==> config.mk <==
export PLATFORM = sky130hd
export DESIGN_NAME = png_su_seq
export DESIGN_NICKNAME = d
export VERILOG_FILES = /design/src/hw/rtl/png_su_pkg.sv /design/src/hw/rtl/png_su_top_dummy_guard.sv
export SDC_FILE = /design/constraint.sdc
export NUM_CORES = 1
export LEC_CHECK = 0
export BUFFER_PORTS_ARGS = -buffer_cell sky130_fd_sc_hd__buf_2
export CAP_MARGIN = 20
export CELL_PAD_IN_SITES_DETAIL_PLACEMENT = 0
export CELL_PAD_IN_SITES_GLOBAL_PLACEMENT = 1
export CORE_UTILIZATION = 38
export DETAILED_ROUTE_END_ITERATION = 10
export PLACE_DENSITY_LB_ADDON = 0.1
export SYNTH_ARGS = -nofsm -noshare
export SYNTH_HDL_FRONTEND = slang
export SYNTH_SLANG_ARGS = --single-unit
==> constraint.sdc <==
create_clock -name i_clk -period 6.9 [get_ports i_clk]
set_clock_uncertainty 0.2 [all_clocks]
set_input_delay 1.38 -clock i_clk [delete_from_list [all_inputs] [get_ports i_clk]]
set_output_delay 1.38 -clock i_clk [all_outputs]
set_load 0.005 [all_outputs]
==> src/hw/rtl/png_su_pkg.sv <==
// png_su_pkg: shared types, constants and helpers for the PNG scanline unfilter.
// No dependencies; every other file in hw/rtl refers to it by scoped name.
package png_su_pkg;

    localparam int MAX_WIDTH  = 4096;
    localparam int MAX_HEIGHT = 4096;
    localparam int MAX_BPP    = 4;

    localparam int LINE_DEPTH = MAX_WIDTH * MAX_BPP;
    localparam int ADDR_W     = $clog2(LINE_DEPTH);
    localparam int LEN_W      = $clog2(LINE_DEPTH + 1);
    localparam int BPP_IDX_W  = $clog2(MAX_BPP);
    localparam int CFG_W      = 13;
    localparam int ROW_W      = $clog2(MAX_HEIGHT);

    typedef logic [7:0] t_byte;

    typedef enum logic [2:0] {
        FLT_NONE  = 3'd0,
        FLT_SUB   = 3'd1,
        FLT_UP    = 3'd2,
        FLT_AVG   = 3'd3,
        FLT_PAETH = 3'd4
    } t_filter;

    typedef enum logic [1:0] {
        ST_OK         = 2'd0,
        ST_BAD_FILTER = 2'd1,
        ST_BAD_COLOR  = 2'd2
    } t_status;

    // configuration register indexes
    typedef enum logic [1:0] {
        CFG_WIDTH  = 2'd0,
        CFG_HEIGHT = 2'd1,
        CFG_COLOR  = 2'd2
    } t_cfg_idx;

    // color type codes
    localparam logic [2:0] CT_GRAY       = 3'd0;
    localparam logic [2:0] CT_RGB        = 3'd2;
    localparam logic [2:0] CT_PALETTE    = 3'd3;
    localparam logic [2:0] CT_GRAY_ALPHA = 3'd4;
    localparam logic [2:0] CT_RGBA       = 3'd6;

    // bytes per pixel minus one, unknown types map to one byte
    function automatic logic [BPP_IDX_W-1:0] bpp_idx(input logic [2:0] ct);
        logic [BPP_IDX_W-1:0] v;
        case (ct)
            CT_GRAY:       v = BPP_IDX_W'(0);
            CT_RGB:        v = BPP_IDX_W'(2);
            CT_PALETTE:    v = BPP_IDX_W'(0);
            CT_GRAY_ALPHA: v = BPP_IDX_W'(1);
            CT_RGBA:       v = BPP_IDX_W'(3);
            default:       v = BPP_IDX_W'(0);
        endcase
        return v;
    endfunction

    function automatic logic color_bad(input logic [2:0] ct);
        logic v;
        case (ct)
            CT_GRAY, CT_RGB, CT_PALETTE, CT_GRAY_ALPHA, CT_RGBA: v = 1'b0;
            default: v = 1'b1;
        endcase
        return v;
    endfunction

    // fields carried from the accept stage to the reconstruct stage
    typedef struct packed {
        t_byte   x;
        logic    first_row;
        logic    last_col;
        logic    last_row;
        t_status status;
    } t_s1_ctl;

endpackage

==> src/hw/rtl/png_su_top_dummy_guard.sv <==
// Row/column sequencer for the PNG scanline unfilter: tracks filter bytes,
// byte position and row count, and supplies the line store read address. Depends on png_su_pkg.
module png_su_seq (
    input  logic                          i_clk,
    input  logic                          i_rst_n,
    input  logic                          i_accept,
    input  png_su_pkg::t_byte             i_data,
    input  logic [png_su_pkg::CFG_W-1:0]  i_width,
    input  logic [png_su_pkg::CFG_W-1:0]  i_height,
    input  logic [2:0]                    i_color,
    input  logic                          i_bad_filter,
    output logic                          o_expect_filter,
    output logic [png_su_pkg::ADDR_W-1:0] o_pos,
    output png_su_pkg::t_s1_ctl           o_ctl
);

    logic [png_su_pkg::ADDR_W-1:0] r_pos, n_pos;
    logic                          r_expect, n_expect;
    logic [png_su_pkg::ROW_W-1:0]  r_row, n_row;
    logic                          r_first, n_first;

    logic [png_su_pkg::CFG_W-1:0]  w_eff, h_eff;
    logic [png_su_pkg::LEN_W-1:0]  len;
    logic                          last_col, last_row;

    always_comb begin
        if (i_width == '0) begin
            w_eff = png_su_pkg::CFG_W'(1);
        end else if (i_width > png_su_pkg::CFG_W'(png_su_pkg::MAX_WIDTH)) begin
            w_eff = png_su_pkg::CFG_W'(png_su_pkg::MAX_WIDTH);
        end else begin
            w_eff = i_width;
        end
        if (i_height == '0) begin
            h_eff = png_su_pkg::CFG_W'(1);
        end else if (i_height > png_su_pkg::CFG_W'(png_su_pkg::MAX_HEIGHT)) begin
            h_eff = png_su_pkg::CFG_W'(png_su_pkg::MAX_HEIGHT);
        end else begin
            h_eff = i_height;
        end
        len = png_su_pkg::LEN_W'(w_eff) *
              png_su_pkg::LEN_W'({1'b0, png_su_pkg::bpp_idx(i_color)} + 3'd1);
        last_col = (png_su_pkg::LEN_W'(r_pos) + png_su_pkg::LEN_W'(1)) >= len;
        last_row = ({1'b0, r_row} + png_su_pkg::CFG_W'(1)) >= h_eff;

        o_ctl.x         = i_data;
        o_ctl.first_row = r_first;
        o_ctl.last_col  = last_col;
        o_ctl.last_row  = last_row;
        if (png_su_pkg::color_bad(i_color)) begin
            o_ctl.status = png_su_pkg::ST_BAD_COLOR;
        end else if (i_bad_filter) begin
            o_ctl.status = png_su_pkg::ST_BAD_FILTER;
        end else begin
            o_ctl.status = png_su_pkg::ST_OK;
        end

        n_pos    = r_pos;
        n_expect = r_expect;
        n_row    = r_row;
        n_first  = r_first;
        if (i_accept) begin
            if (r_expect) begin
                n_expect = 1'b0;
                n_pos    = '0;
            end else if (last_col) begin
                n_expect = 1'b1;
                if (last_row) begin
                    n_row   = '0;
                    n_first = 1'b1;
                end else begin
                    n_row   = r_row + png_su_pkg::ROW_W'(1);
                    n_first = 1'b0;
                end
            end else begin
                n_pos = r_pos + png_su_pkg::ADDR_W'(1);
            end
        end
    end

    always_ff @(posedge i_clk) begin
        if (!i_rst_n) begin
            r_pos    <= '0;
            r_expect <= 1'b1;
            r_row    <= '0;
            r_first  <= 1'b1;
        end else begin
            r_pos    <= n_pos;
            r_expect <= n_expect;
            r_row    <= n_row;
            r_first  <= n_first;
        end
    end

    assign o_expect_filter = r_expect;
    assign o_pos           = r_pos;

endmodule

# [Yosys cells after proc, flatten, opt, wreduce, memory -nomap -nowiden]
# Cells that the tools add are included.
[totals] register_bits=28 output_inout_bits=28 elab_cells=39
[op_classes] add_sub_neg=5 multipliers=1 magnitude_cmp=4 eq_ne=5 muxes=13 bitwise_logic=1 reduce_logical=6
[ops] op="$mux 13" count=4
[ops] op="$mux 14" count=2
[ops] op="$gt 13x13->1 const B" count=2
[ops] op="$logic_not 13->1" count=2
[ops] op="$add 14x1->15 const B" count=1
[ops] op="$ge 15x15->1" count=1
[ops] op="$mul 13x3->15" count=1
[ops] op="$add 14x1->14 const B" count=1
[ops] op="$add 12x1->13 const B" count=1
[ops] op="$ge 13x13->1" count=1
[ops] op="$add 12x1->12 const B" count=1
[ops] op="$mux 12" count=1
[ops] op="$eq 3x2->1 const B" count=2
[ops] op="$eq 3x3->1 const B" count=2
[ops] op="$pmux 2 s3" count=1
[ops] op="$reduce_or 5->1" count=1
[ops] op="$mux 1" count=4
[ops] op="$add 2x1->3 const B" count=1
[ops] op="$logic_not 3->1" count=1
[ops] op="$reduce_and 3->1" count=1
[ops] op="$mux 2" count=1
[ops] op="$ne 2x2->1 const B" count=1
[ops] op="$reduce_and 2->1" count=1
[ops] op="$not 1->1" count=1

# [Longest topological paths before layout]
[logic_depth] ltp_word=7 depth_mapped=26

# [Worst setup path before layout]
# No wires, ideal clock.
[synth_timing] path_type="input-to-output" from="input i_color[0]" to="output o_ctl[3] (netlist bit)" arrival_ns=5.601 required_ns=5.320 path_slack_ns=-0.281 path_stages=24 n_path_buf=2 path_cell_list="nand2b_1 inv_1 ha_1 and2_1 clkbuf_1 nand2_1 fa_1 inv_1 ha_1 inv_1 fa_1 nor2b_1 o21ai_1 a21oi_1 o41ai_1 o21ai_0 xnor2_1 ha_1 a211oi_1 nor2_1 a2111o_1 a31oi_4 inv_2 buf_4"
[synth_via] elab_chain_cells=5 word_cells_on_any_way=7 cone_classes="1 x add/sub; 1 x mul; 1 x order compare; 3 x eq/ne; 1 x mux"
[synth_lines] item="from (decl)" line="png_su_top_dummy_guard.sv:10" rtl="input logic [2:0] i_color,"
[synth_lines] item="$eq 3x3->1 or $eq 3x2->1 (tied branches)" line="png_su_pkg.sv:49" rtl="case (ct)"
[synth_lines] item="$pmux 2 s3 (*)" line="png_su_pkg.sv:49"
[synth_lines] item="$add 2x1->3 (*)" line="png_su_top_dummy_guard.sv:42" rtl="png_su_pkg::LEN_W'({1'b0, png_su_pkg::bpp_idx(i_color)} + 3'd1);"
[synth_lines] item="$mul 13x3->15 (*)" line="png_su_top_dummy_guard.sv:41" rtl="len = png_su_pkg::LEN_W'(w_eff) *"
[synth_lines] item="$ge 15x15->1 (*)" line="png_su_top_dummy_guard.sv:43" rtl="last_col = (png_su_pkg::LEN_W'(r_pos) + png_su_pkg::LEN_W'(1)) >= len;"
[synth_lines] item="to (decl)" line="png_su_top_dummy_guard.sv:14" rtl="output png_su_pkg::t_s1_ctl o_ctl"
# Mark *: on every way between the ends. The rest lies on a longest branch, timed or not.

==> results by group <==
Placement
  • Port Buffer Count: 52
  • GPL Wtd Cong: 0.765
  • DP Area: 4190 um^2
  • DP Wirelength: 7.48 mm

Run status
  • Failing checks: negative setup slack
  • Status: finished with violations

Detailed routing
  • Via count: 3441
  • # DRC: 0
  • Iter 0 DRT Violations: 103
  • Routed Antenna Nets: 0
  • DR vias/cell: 5.43
  • Drt wl/cell: 14.6 um
  • Pre-antenna DRT Iters: 5
  • Detailed Route WL: 9.24 mm

Synth
  • Mapped cell area: 3560 um^2
  • Post-synth net total: 552
  • Cells after Synth: 454
  • EDFF count, synth: 0
  • Avg Cell Area, Syn: 7.84 um^2
  • Seq/Total Area, Yosys: 15.8%
  • Synth cell types: 55
  • Post-synth top cells: nand2_1 (61), ha_1 (45), inv_1 (33)
  • Top-count cell post-synth: nand2_1
  • Synth Warn #: 0
  • Synth area leader: ha_1
  • Main synth FF type: dfxtp_1
  • Asr flop ratio synth: 0%
  • Top cell type's share of synthesized area: 15.8%
  • Synth area leaders: ha_1 (16%), dfxtp_1 (16%), fa_1 (6.8%), nand2_1 (6.4%), xnor2_1 (5.2%)
  • Yosys reg bits: 28

CTS
  • Max clock buf depth: 2
  • Clk sinks: 28
  • Inserted Clock Buffers: 3
  • Clock-pin slew on the worst setup and hold paths: 0.11 ns
  • Clock Latency Late Sink: 0.28 ns
  • CTS tree: done
  • Number of hold buffers added after CTS: 0
  • H-tree levels: 1
  • Clock root buffer: clkbuf_8

Power
  • Pwr Density: 95.2 nW/um^2
  • Leakage: 2.10 nW
  • VDD IR max: 66.0 uV

Worst setup path
  • Crit path max-delay cell type: fa_1
  • Crit-path cells: buf_6, nor4_4, nand3_2, nand2_2, and2_4, nand2_1, fa_1, inv_1, ha_4, nor2b_2, o21ai_2, a21oi_2, o41ai_4, o21ai_2, xnor2_1, ha_1, a211oi_2, nor2_1, a2111o_1, a31oi_4, inv_4, buf_6
  • Critical path required time: 5.32 ns
  • Worst path max stage delay: 0.54 ns
  • Crit path launch type: input pin
  • Element type at the critical path end: output port
  • R2r endpoint: o_pos[2]
  • Arr. time, crit path: 5.52 ns
  • Worst setup path startpoint: i_width[8]
  • Kind of critical path: input pin to output port
  • Crit Reg-Reg Startpoint: o_pos[0]
  • Maximum fanout along the worst path: 4
  • FF-to-FF setup slack: 2.52 ns
  • Critical Path Sink: o_ctl[3]
  • Reg2Reg Depth: 15

Timing
  • Tcrit/Tclk final: 103%
  • Slew headroom: 52.7%
  • Fin. max-slew vios: 0
  • Final-report hold violation count: 0
  • Highest Clock Rate: 141 MHz
  • Final setup vio count: 1
  • Final worst slack: -0.202 ns
  • RSZ-0062 raised after global routing: true
  • Worst slew pin tran: 0.710 ns
  • Tmin final: 7.10 ns

Cells and area
  • Core Util, Final: 49.0%
  • Nets: 625
  • Finished Cell Area: 4360 um^2
  • Fillcell total: 898
  • Multi-input gate area: 2850 um^2
  • Share of layout cells above drive strength 1: 25.3%
  • N_diodes: 0
  • Sequential Area: 561 um^2
  • Area delta synth->final: 22.5%

Flow run
  • Max_cap viols: 0

Floorplanning
  • Initial Util: 40.0%
  • Core ar.: 8890 um^2
  • # IOs: 69
  • Cell Rows: 34
  • Die area: 9750 um^2
  • Die Span Y: 98.8 um
  • Die width: 98.8 um

Worst hold path
  • Hold Path Stages: 2
  • Class of the worst hold path: register to register

GRT
  • Initial antenna violation count: 0
  • Largest net degree at the start of global routing: 26
  • Gr ovfl total: 0
  • Vias in the first global route: 3331
  • Total track usage: 19.9%
  • Global-route wire length before repair: 15.9 mm
==> power by group <==
group          internal, mW  leakage [nW]  switching, mW
clock                0.0512        0.0288         0.0553
sequential            0.162         0.226        0.00258
combinational        0.0670          1.84         0.0763
total                 0.281          2.10          0.134
==> how the worst min path moves through the flow <==
stage | from | end | slack, ns
after floorplan | r_first | r_first | 0.27
after global placement | r_first | r_first | 0.28
after detailed placement | r_first | r_first | 0.29
after CTS | o_pos[13] | o_pos[13] | 0.31
after global routing | o_pos[1] | o_pos[1] | 0.32
final | o_pos[13] | o_pos[13] | 0.30
==> final cells by class <==
class / instances / share of cell area, %
multi-input cells: 364 / 65.4
inverters: 35 / 3.07
flip-flops and latches: 28 / 12.9
clock buffers: 4 / 1.26
repair buffers: 95 / 14.3
well taps: 108 / 3.10
==> worst max-delay path: cells and delay by family <==
family / cells / cell delay (ns)
XOR/XNOR: 1 / 0.13
AO/OA/AOI/OAI: 7 / 1.56
adder cells (fa/ha/maj): 3 / 1.09
buffers and inverters: 4 / 0.33
AND/OR/NAND/NOR: 7 / 1.04
==> sequential cells by signal, indices dropped and copies added (netlist names) <==
signal / count
o_pos: 14
r_row: 12
r_first: 1
o_expect_filter: 1
==> cells in the final DEF, fill, tap and decap left out, types with 4 or more instances in the layout <==
master,instances
a21oi_1,19
buf_6,5
xnor2_1,21
a211o_1,5
and3_1,18
o21ai_0,6
nand3_1,10
buf_2,47
nand2_1,58
nand4_1,8
o21ai_1,8
a32oi_1,4
xor2_1,12
and2_1,10
inv_1,32
fa_1,11
a21oi_2,4
a21o_1,6
nor3b_1,4
dfxtp_1,28
mux2i_1,8
nand2b_1,4
ha_1,42
o22ai_1,7
buf_4,42
nor2_1,23
nor3_1,9
nand3b_1,4
clkbuf_8,4
==> layer usage <==
metal	routed length (um)	vias to the layer above	global-route usage [%]
li1	-	1749	-
met1	4930	1603	31.0
met2	3850	85	30.5
met3	417	4	1.35
met4	39	0	2.64
met5	0	-	0
==> kinds of logic after synthesis <==
group	after synthesis	synth area share, %
AO/OA/AOI/OAI	91	17.6
XOR/XNOR	33	8.13
adder cells (fa/ha/maj)	57	22.6
buffers and inverters	62	8.34
flip-flops	28	15.8
multiplexers	8	2.25
AND/OR/NAND/NOR	175	25.4
==> metrics by stage <==
stage	hold slack (ns)	worst slack (ns)	cells	power, mW	setup TNS (ns)
finish	0.303	-0.202	634	0.415	-0.202
global route	0.324	-0.458	634	0.443	-0.458
CTS	0.309	-0.212	633	0.419	-0.212
detailed placement	0.289	-0.378	629	0.308	-0.378
global placement	0.282	-0.362	629	0.305	-0.362
floorplan	0.270	-0.0174	454	0.254	-0.0174
==> repair_timing <==
| item | CTS | global route |
|---|---|---|
| endpoints found under the hold margin | 0 | 0 |
| endpoints found under the setup margin | 1 | 1 |
| buffers inserted | 1 | 1 |
| gates resized for setup | 19 | 4 |
| pin swaps | 10 | 8 |
Note: power is estimated with default switching activity, not from simulation.
