--- src/hw/rtl/png_su_pkg.sv ---
// png_su_pkg: shared types, constants and helpers for the PNG scanline unfilter.
// No dependencies; every other file in hw/rtl refers to it by scoped name.
package png_su_pkg;

    localparam int MAX_WIDTH  = 4096;
    localparam int MAX_HEIGHT = 4096;
    localparam int MAX_BPP    = 4;

    localparam int LINE_DEPTH = MAX_WIDTH * MAX_BPP;
    localparam int ADDR_W     = $clog2(LINE_DEPTH);
    localparam int LEN_W      = $clog2(LINE_DEPTH + 1);
    localparam int BPP_IDX_W  = $clog2(MAX_BPP);
    localparam int CFG_W      = 13;
    localparam int ROW_W      = $clog2(MAX_HEIGHT);

    typedef logic [7:0] t_byte;

    typedef enum logic [2:0] {
        FLT_NONE  = 3'd0,
        FLT_SUB   = 3'd1,
        FLT_UP    = 3'd2,
        FLT_AVG   = 3'd3,
        FLT_PAETH = 3'd4
    } t_filter;

    typedef enum logic [1:0] {
        ST_OK         = 2'd0,
        ST_BAD_FILTER = 2'd1,
        ST_BAD_COLOR  = 2'd2
    } t_status;

    // configuration register indexes
    typedef enum logic [1:0] {
        CFG_WIDTH  = 2'd0,
        CFG_HEIGHT = 2'd1,
        CFG_COLOR  = 2'd2
    } t_cfg_idx;

    // color type codes
    localparam logic [2:0] CT_GRAY       = 3'd0;
    localparam logic [2:0] CT_RGB        = 3'd2;
    localparam logic [2:0] CT_PALETTE    = 3'd3;
    localparam logic [2:0] CT_GRAY_ALPHA = 3'd4;
    localparam logic [2:0] CT_RGBA       = 3'd6;

    // bytes per pixel minus one, unknown types map to one byte
    function automatic logic [BPP_IDX_W-1:0] bpp_idx(input logic [2:0] ct);
        logic [BPP_IDX_W-1:0] v;
        case (ct)
            CT_GRAY:       v = BPP_IDX_W'(0);
            CT_RGB:        v = BPP_IDX_W'(2);
            CT_PALETTE:    v = BPP_IDX_W'(0);
            CT_GRAY_ALPHA: v = BPP_IDX_W'(1);
            CT_RGBA:       v = BPP_IDX_W'(3);
            default:       v = BPP_IDX_W'(0);
        endcase
        return v;
    endfunction

    function automatic logic color_bad(input logic [2:0] ct);
        logic v;
        case (ct)
            CT_GRAY, CT_RGB, CT_PALETTE, CT_GRAY_ALPHA, CT_RGBA: v = 1'b0;
            default: v = 1'b1;
        endcase
        return v;
    endfunction

    // fields carried from the accept stage to the reconstruct stage
    typedef struct packed {
        t_byte   x;
        logic    first_row;
        logic    last_col;
        logic    last_row;
        t_status status;
    } t_s1_ctl;

endpackage

--- src/hw/rtl/png_su_predict.sv ---
// Filter reconstruction datapath: None, Sub, Up, Average and Paeth.
// Depends on png_su_pkg for the filter type.
module png_su_predict (
    input  png_su_pkg::t_filter i_filter,
    input  png_su_pkg::t_byte   i_x,
    input  png_su_pkg::t_byte   i_a,
    input  png_su_pkg::t_byte   i_b,
    input  png_su_pkg::t_byte   i_c,
    output png_su_pkg::t_byte   o_r
);

    logic [8:0]        sum_ab;
    logic signed [9:0] d_bc, d_ac, d_abc;
    logic [9:0]        pa, pb, pc;
    png_su_pkg::t_byte pred_paeth;

    always_comb begin
        sum_ab = {1'b0, i_a} + {1'b0, i_b};
        // p - a = b - c, p - b = a - c, p - c = a + b - 2c
        d_bc   = $signed({2'b00, i_b}) - $signed({2'b00, i_c});
        d_ac   = $signed({2'b00, i_a}) - $signed({2'b00, i_c});
        d_abc  = d_bc + d_ac;
        pa     = d_bc[9]  ? 10'(-d_bc)  : 10'(d_bc);
        pb     = d_ac[9]  ? 10'(-d_ac)  : 10'(d_ac);
        pc     = d_abc[9] ? 10'(-d_abc) : 10'(d_abc);
        if (pa <= pb && pa <= pc) begin
            pred_paeth = i_a;
        end else if (pb <= pc) begin
            pred_paeth = i_b;
        end else begin
            pred_paeth = i_c;
        end

        case (i_filter)
            png_su_pkg::FLT_SUB:   o_r = i_x + i_a;
            png_su_pkg::FLT_UP:    o_r = i_x + i_b;
            png_su_pkg::FLT_AVG:   o_r = i_x + sum_ab[8:1];
            png_su_pkg::FLT_PAETH: o_r = i_x + pred_paeth;
            default:               o_r = i_x;
        endcase
    end

endmodule

--- config.mk ---
export PLATFORM = sky130hd
export DESIGN_NAME = png_su_predict
export DESIGN_NICKNAME = d
export VERILOG_FILES = /design/src/hw/rtl/png_su_pkg.sv /design/src/hw/rtl/png_su_predict.sv
export SDC_FILE = /design/constraint.sdc
export NUM_CORES = 1
export LEC_CHECK = 0
export BUFFER_PORTS_ARGS = -buffer_cell sky130_fd_sc_hd__buf_4
export CORE_MARGIN = 2
export CORE_UTILIZATION = 47
export DETAILED_ROUTE_END_ITERATION = 8
export PLACE_DENSITY = 0.72
export SLEW_MARGIN = 40
export SYNTH_ARGS = -nofsm -noshare
export SYNTH_HDL_FRONTEND = slang
export SYNTH_SLANG_ARGS = --single-unit
--- constraint.sdc ---
create_clock -name vclk -period 10.2
set_clock_uncertainty 0.05 [all_clocks]
set_input_delay 0.51 -clock vclk [all_inputs]
set_output_delay 0.51 -clock vclk [all_outputs]
set_load 0.01 [all_outputs]
-- After elaboration in Yosys (flattened, before gate mapping)
Index checks and enable logic that the tools add are counted.
- register bits after elaboration: 0
- input port bits: 35
- output and inout bits: 8
- logic and storage cells: 25
- $add $sub $neg: 11
- magnitude comparators: 3
- eq/ne operators: 4
- multiplexer cells: 6
- reduce and logical (&&, ||, !) cells: 1
- operator list (operator ; number):
    8-bit adder ; 4
    8-bit one-hot mux with 4 select lines ; 1
    10-bit <= comparator ; 3
    10-bit two-way mux ; 3
    9-bit negator with 10-bit output ; 2
    8-bit by 8-bit subtractor with 9-bit output ; 2
    8-bit two-way mux ; 2
    9-bit by 9-bit adder with 10-bit output ; 1
    10-bit negator ; 1
    8-bit by 8-bit adder with 9-bit output ; 1
    3-bit by 2-bit == test with 1-bit output (second input constant) ; 2
    3-bit by 1-bit == test with 1-bit output (second input constant) ; 1
    3-bit == test (second input constant) ; 1
    1-bit logical AND ; 1

-- Longest topological paths before layout
Gate-level depths: netlist of the first run.
- depth after elaboration: 9
- gate-level depth with buffers: 36
- mapped depth without buffers: 34

-- Least setup slack after synthesis of the first run
Ideal clock, no wire load.
- path type: input to output
- start: input port i_b[0]
- end: output port o_r[7]
- data arrival time: 7288 ps
- required time: 9640 ps
- path slack: 2352 ps
- stages: 32
- path buffers: 1
- cells stage by stage: inv_1 -> ha_1 -> inv_1 -> fa_1 -> xnor2_1 -> inv_1 -> ha_1 -> a21oi_1 -> o21ai_0 -> a21o_1 -> a21o_1 -> a32oi_1 -> a32oi_2 -> or4b_1 -> ha_1 -> a21oi_1 -> o211ai_1 -> o21ai_1 -> clkbuf_1 -> nand2_1 -> o21ai_0 -> o21ai_0 -> a21oi_1 -> ha_1 -> a21o_1 -> a21oi_1 -> o21bai_1 -> a21oi_1 -> o21ai_0 -> and4_1 -> a2111o_1 -> a2111o_1
- word-level cells in the longest chain between the ends: 9
- elaborated cells between the ends (all ways): 17
- classes of those cells: add/sub: 8; order compare: 3; mux: 5; reduce/logical: 1
- RTL lines (what ; RTL line ; text):
    from (decl) ; png_su_predict.sv:7 ; input png_su_pkg::t_byte i_b,
    8-bit by 8-bit subtractor with 9-bit output ; png_su_predict.sv:20 ; d_bc = $signed({2'b00, i_b}) - $signed({2'b00, i_c});
    9-bit by 9-bit adder with 10-bit output ; png_su_predict.sv:22 ; d_abc = d_bc + d_ac;
    10-bit negator ; png_su_predict.sv:25 ; pc = d_abc[9] ? 10'(-d_abc) : 10'(d_abc);
    10-bit two-way mux ; png_su_predict.sv:25 ;
    10-bit <= comparator (on tied branches) ; png_su_predict.sv:28, png_su_predict.sv:26 ;
    8-bit two-way mux / 1-bit logical AND (equally long branches) ; png_su_predict.sv:28, png_su_predict.sv:26 ;
    8-bit two-way mux ; png_su_predict.sv:26 ; if (pa <= pb && pa <= pc) begin
    8-bit adder ; png_su_predict.sv:38 ; png_su_pkg::FLT_PAETH: o_r = i_x + pred_paeth;
    8-bit one-hot mux with 4 select lines (*) ; png_su_predict.sv:34 ; case (i_filter)
    to (decl) ; png_su_predict.sv:9 ; output png_su_pkg::t_byte o_r
Every way passes the cells marked *; elsewhere a longest branch is shown, timed or not.

-- Worst setup path in the final report of the first run
Ends and elaborated chain as after synthesis.

==> metrics.md, run 1 <==
| Metric | Value |
|---|---|
| Worst hold start | i_x[2] |
| ANT cells | 0 |
| Die ar. | 7860 um2 |
| Crit. End Element | output port |
| Total track usage | 22.9% |
| Pwr Total | 0.620 mW |
| Final setup viols | 0 |
| Most used cell, CP | ha_1 |
| Die span in y | 88.7 um |
| Hold Path Class | primary input to output port |
| Fill count | 688 |
| Relative slew slack | 59.8% |
| Dpl ws | 1.37 ns |
| First-pass GRT wire length | 14.7 mm |
| Max-Cap Viols | 0 |
| Post-Route Setup TNS | 0 ns |
| DRT Pass-1 Iters | 4 |
| WL/cell | 14.8 um |
| Final period util | 87.5% |
| Max IR drop VDD | 53.7 uV |
| Critical path origin | i_b[0] |
| Antenna viol nets, final | 0 |
| Nets | 601 |
| Power density cells | 163 nW/um2 |
| WS Path Type | primary input to output port |
| Register area | 0 um2 |
| Vias per cell | 5.72 |
| Final Wtd Congestion | 0.968 |
| Synth warn | 0 |
| Pleak | 1.83 nW |
| Core Rows | 30 |
| Layout cells sized above 1 | 13.8% |
| Mapped Cells | 452 |
| Syn Std Cell Area | 3370 um2 |
| Core region area | 6870 um2 |
| Largest net degree at the start of global routing | 16 |
| Post-CTS setup repair buffer count | 0 |
| RSZ-0062 raised after global routing | false |
| IO buf count | 43 |
| FF+latch count | 0 |
| Setup slack after layout | 1.28 ns |
| Crit path DAT | 8.36 ns |
| DRT iter0 DRCs | 123 |
| Worst Path Required | 9.64 ns |
| Initial antenna violation count | 0 |
| Final Max Slew Viols | 0 |
| Initial Util | 49.1% |
| Distinct cell type count after synthesis | 64 |
| Syn_area_per_cell | 7.45 um2 |
| Hold buffer count at CTS | 0 |
| Die width | 88.7 um |
| Vias in the first global route | 3355 |
| Commonest non-fill, non-tap cell in the layout | ha_1 |
| Slowest stage delay, CP | 0.47 ns |
| Crit-path slowest cell | xnor2_1 |
| Startpoint Class | primary input |
| Status | completed |
| WL final | 8.69 mm |
| GR Overflow Total | 0 |
| Worst-path fanout max | 9 |
| Slew of the pin with the lowest slew margin | 0.603 ns |
| # IOs | 43 |
| Clock buffers | 0 |
| Fin crit period | 8.92 ns |
| Worst Setup EP | o_r[7] |
| HPWL after DPL | 7.71 mm |
| DRC errors left | 0 |
| Fmax | 112 MHz |
| Area occupied by multi-input gates | 3230 um2 |
| Most frequent cells in the layout | ha_1 (68), buf_4 (44), a21oi_1 (42) |
| Endpoints failing hold | 0 |
| Sequential cell area fraction in the yosys report | 0% |
| PostCTS Resize Cnt | 0 |
| Via count | 3356 |
| Syn-to-layout area delta | 13.0% |
[layer usage]
metal | vias to the layer above | track usage, % | part of all wire, %
met4 | 0 | 4.68 | 2.5
met1 | 1533 | 27.9 | 44
met5 | - | 0 | 0
met2 | 69 | 44.7 | 50
li1 | 1740 | - | -
met3 | 14 | 0.280 | 2.9
[cell usage after synthesis (6+ instances only)]
cell type,n,area [um2]
xnor2_1,24,210
nand2b_1,8,50.1
clkbuf_1,7,26.3
o22ai_1,7,43.8
nand3_1,6,30.0
nor3_1,6,30.0
nor2_1,34,128
nor2b_1,9,56.3
ha_1,68,851
a21o_1,16,120
inv_1,35,131
nand2_1,26,97.6
o21a_1,15,113
o21ai_0,27,135
a21oi_1,42,210
xor2_1,17,149
[report_power, final]
part	switching [mW]	total, mW	internal, mW
clock network	0	0	0
logic	0.348	0.620	0.272
registers	0	0	0
total	0.348	0.620	0.272
[through the flow]
step | cells | utilization [%] | area (um2) | hold slack [ns]
finish | 587 | 55.4 | 3810 | 1.27
global placement | 587 | 55.3 | 3800 | 1.27
global route | 587 | 55.4 | 3810 | 1.30
CTS | 587 | 55.4 | 3810 | 1.27
floorplan | 454 | - | 3380 | 1.12
detailed placement | 587 | 55.4 | 3810 | 1.27
[worst min path at each step]
stage,endpoint,slack [ns],depth (start not counted)
2_1_floorplan,o_r[7],1.12,1
3_3_place_gp,o_r[3],1.27,4
3_5_place_dp,o_r[2],1.27,4
4_1_cts,o_r[2],1.27,4
5_1_grt,o_r[3],1.30,4
6_report,o_r[2],1.27,4
[logic make-up after synthesis]
| family | share of synthesized area [%] |
|---|---|
| mux | 2.27 |
| simple gates | 19.5 |
| other cells | 0.223 |
| xor+xnor | 11.8 |
| buf+inv | 4.68 |
| fa+ha+maj | 28.6 |
| compound gates | 33.0 |
[final cells by class]
cell class	instances	share of cell area, %
Multi-Input combinational cell	412	84.7
Timing Repair Buffer	44	8.67
Inverter	35	3.45
Tap cell	96	3.15
[critical path: cells and delay by family]
kind	cells	cell delay, ns
buffers and inverters	6	0.73
adder cells (fa/ha/maj)	5	1.58
AO/OA/AOI/OAI	18	4.24
AND/OR/NAND/NOR	1	0.21
XOR/XNOR	2	0.72
multiplexers	1	0.34
No activity file was read; power rests on OpenSTA's default activity.
==> run 2: changes to the inputs <==
--- a/config.mk
+++ b/config.mk
@@ -6,10 +6,11 @@
 export NUM_CORES = 1
 export LEC_CHECK = 0
 export BUFFER_PORTS_ARGS = -buffer_cell sky130_fd_sc_hd__buf_4
+export CORE_ASPECT_RATIO = 1.2
 export CORE_MARGIN = 2
-export CORE_UTILIZATION = 47
+export CORE_UTILIZATION = 30
 export DETAILED_ROUTE_END_ITERATION = 8
-export PLACE_DENSITY = 0.72
+export PLACE_DENSITY = 0.52
 export SLEW_MARGIN = 40
 export SYNTH_ARGS = -nofsm -noshare
 export SYNTH_HDL_FRONTEND = slang
==> run 2 against run 1 <==
  * First-iteration DRC count down 28%
  * Via count decreased by 1.1%
  * Critical path type unchanged
  * Largest power group unchanged
  * Flip-flop and latch count is the same
  * Count of clock-buffer cells in the layout unchanged
  * Power is 0.60% higher
  * Worst hold slack gained 0.0016 ns
  * Global-route usage decreased by 6.6 points
==> metrics.md, run 2 (synthesized netlist as in run 1, its figures left out) <==
| Metric | Value |
|---|---|
| IO buf count | 43 (unchanged) |
| Die span in y | 120 um (was 88.7 um) |
| RSZ-0062 raised after global routing | false (unchanged) |
| Initial Util | 30.7% (was 49.1%) |
| Core Rows | 42 (was 30) |
| DRT iter0 DRCs | 88 (was 123) |
| Critical path origin | i_b[0] (unchanged) |
| Power density cells | 162 nW/um2 (was 163 nW/um2) |
| Relative slew slack | 47.6% (was 59.8%) |
| Switch share | 56.4% (was 56.1%) |
| WS Path Type | primary input to output port (unchanged) |
| Hold slack | 1.27 ns (about the same) |
| Die ar. | 12100 um2 (was 7860 um2) |
| Final setup viols | 0 (unchanged) |
| Fmax | 111 MHz (was 112 MHz) |
| Register area | 0 um2 (unchanged) |
| First-pass GRT wire length | 16.1 mm (was 14.7 mm) |
| Largest net degree at the start of global routing | 16 (unchanged) |
| Initial antenna violation count | 0 (unchanged) |
| Dpl ws | 1.19 ns (was 1.37 ns) |
| Part of the power in registers | 0% (about the same) |
| Crit. End Element | output port (unchanged) |
| Core region area | 11000 um2 (was 6870 um2) |
| Status | completed (unchanged) |
| # IOs | 43 (unchanged) |
| Vias in the first global route | 3336 (was 3355) |
| Vias per cell | 5.33 (was 5.72) |
| WL final | 9.57 mm (was 8.69 mm) |
| Total track usage | 16.3% (was 22.9%) |
| Hold buffer count at CTS | 0 (unchanged) |
| Share of total power in combinational logic | 100.0% (about the same) |
| Endpoints failing hold | 0 (unchanged) |
| Fin crit period | 9.02 ns (was 8.92 ns) |
| DRC errors left | 0 (unchanged) |
| Most used cell, CP | a21oi_1 (was ha_1) |
| Max IR drop VDD | 47.0 uV (was 53.7 uV) |
| Crit path DAT | 8.46 ns (was 8.36 ns) |
| DRT Pass-1 Iters | 4 (unchanged) |
| Final Wtd Congestion | 0.851 (was 0.968) |
| P_sw | 0.352 mW (was 0.348 mW) |
| Layout cells sized above 1 | 13.8% (unchanged) |
| Final Max Slew Viols | 0 (unchanged) |
| Final period util | 88.4% (was 87.5%) |
| Slowest stage delay, CP | 0.72 ns (was 0.47 ns) |
| Crit-path slowest cell | a2111oi_1 (was xnor2_1) |
| Nets | 601 (unchanged) |
| HPWL after DPL | 8.64 mm (was 7.71 mm) |
| Clock buffers | 0 (unchanged) |
| Worst-path fanout max | 9 (unchanged) |
| Post-CTS setup repair buffer count | 0 (unchanged) |
| Via count | 3318 (was 3356) |
| Worst hold start | i_x[2] (unchanged) |
| Hold Path Class | primary input to output port (unchanged) |
| FF+latch count | 0 (unchanged) |
| PostCTS Resize Cnt | 0 (unchanged) |
| Worst Path Required | 9.64 ns (about the same) |
| Setup slack after layout | 1.18 ns (was 1.28 ns) |
| Die width | 101 um (was 88.7 um) |
| ANT cells | 0 (unchanged) |
| Int Pwr | 0.272 mW (about the same) |
| Slew of the pin with the lowest slew margin | 0.786 ns (was 0.603 ns) |
| Antenna viol nets, final | 0 (unchanged) |
| GR Overflow Total | 0 (unchanged) |
| Syn-to-layout area delta | 14.4% (was 13.0%) |
| Max-Cap Viols | 0 (unchanged) |
| Startpoint Class | primary input (unchanged) |
| Pleak | 1.83 nW (unchanged) |
| WL/cell | 15.4 um (was 14.8 um) |
| Post-Route Setup TNS | 0 ns (unchanged) |
| Commonest non-fill, non-tap cell in the layout | ha_1 (unchanged) |
| Clock Power Share | 0% (about the same) |
| Most frequent cells in the layout | ha_1 (68), buf_4 (44), a21oi_1 (42) (unchanged) |
run 2: cell type report:
type | count | area, um2
fillers | 1176 | 7130
inverters | 35 | 131
multi-input cells | 412 | 3230
well taps | 132 | 165
repair buffers | 44 | 330
run 2: final timing paths:
| check | slack (ns) | endpoint | cells after the start |
|---|---|---|---|
| setup / recovery | 1.18 | o_r[7] | 35 |
| hold / removal | 1.27 | o_r[2] | 4 |
run 2: metal layers:
metal / GRT usage [%] / vias to the layer above / share of wire (%)
met5: 0 / - / 0
met4: 3.34 / 0 / 2.3
met3: 1.46 / 14 / 3.2
met2: 30.6 / 52 / 52
met1: 19.7 / 1501 / 42
li1: - / 1751 / -
run 2: per-stage QoR:
| stage | cell area (um2) | util, % | std cells | power [mW] |
|---|---|---|---|---|
| 2_1_floorplan | 3380 | - | 454 | 0.466 |
| 3_3_place_gp | 3850 | 35.0 | 623 | 0.611 |
| 3_5_place_dp | 3850 | 35.1 | 623 | 0.622 |
| 4_1_cts | 3850 | 35.1 | 623 | 0.626 |
| 5_1_grt | 3850 | 35.1 | 623 | 0.709 |
| 6_report | 3850 | 35.1 | 623 | 0.623 |
run 2: critical path: cells and delay by family:
| family | cells | cell delay, ns |
|---|---|---|
| XOR/XNOR | 2 | 0.68 |
| AND/OR/NAND/NOR | 3 | 0.37 |
| adder cells (fa/ha/maj) | 5 | 1.52 |
| buffers and inverters | 5 | 0.50 |
| AO/OA/AOI/OAI | 20 | 4.89 |
run 2: power groups by stage:
stage / logic (mW) / registers [mW] / clock network [mW]
CTS: 0.626 / 0 / 0
global route: 0.709 / 0 / 0
floorplan: 0.466 / 0 / 0
detailed placement: 0.622 / 0 / 0
global placement: 0.611 / 0 / 0
finish: 0.623 / 0 / 0
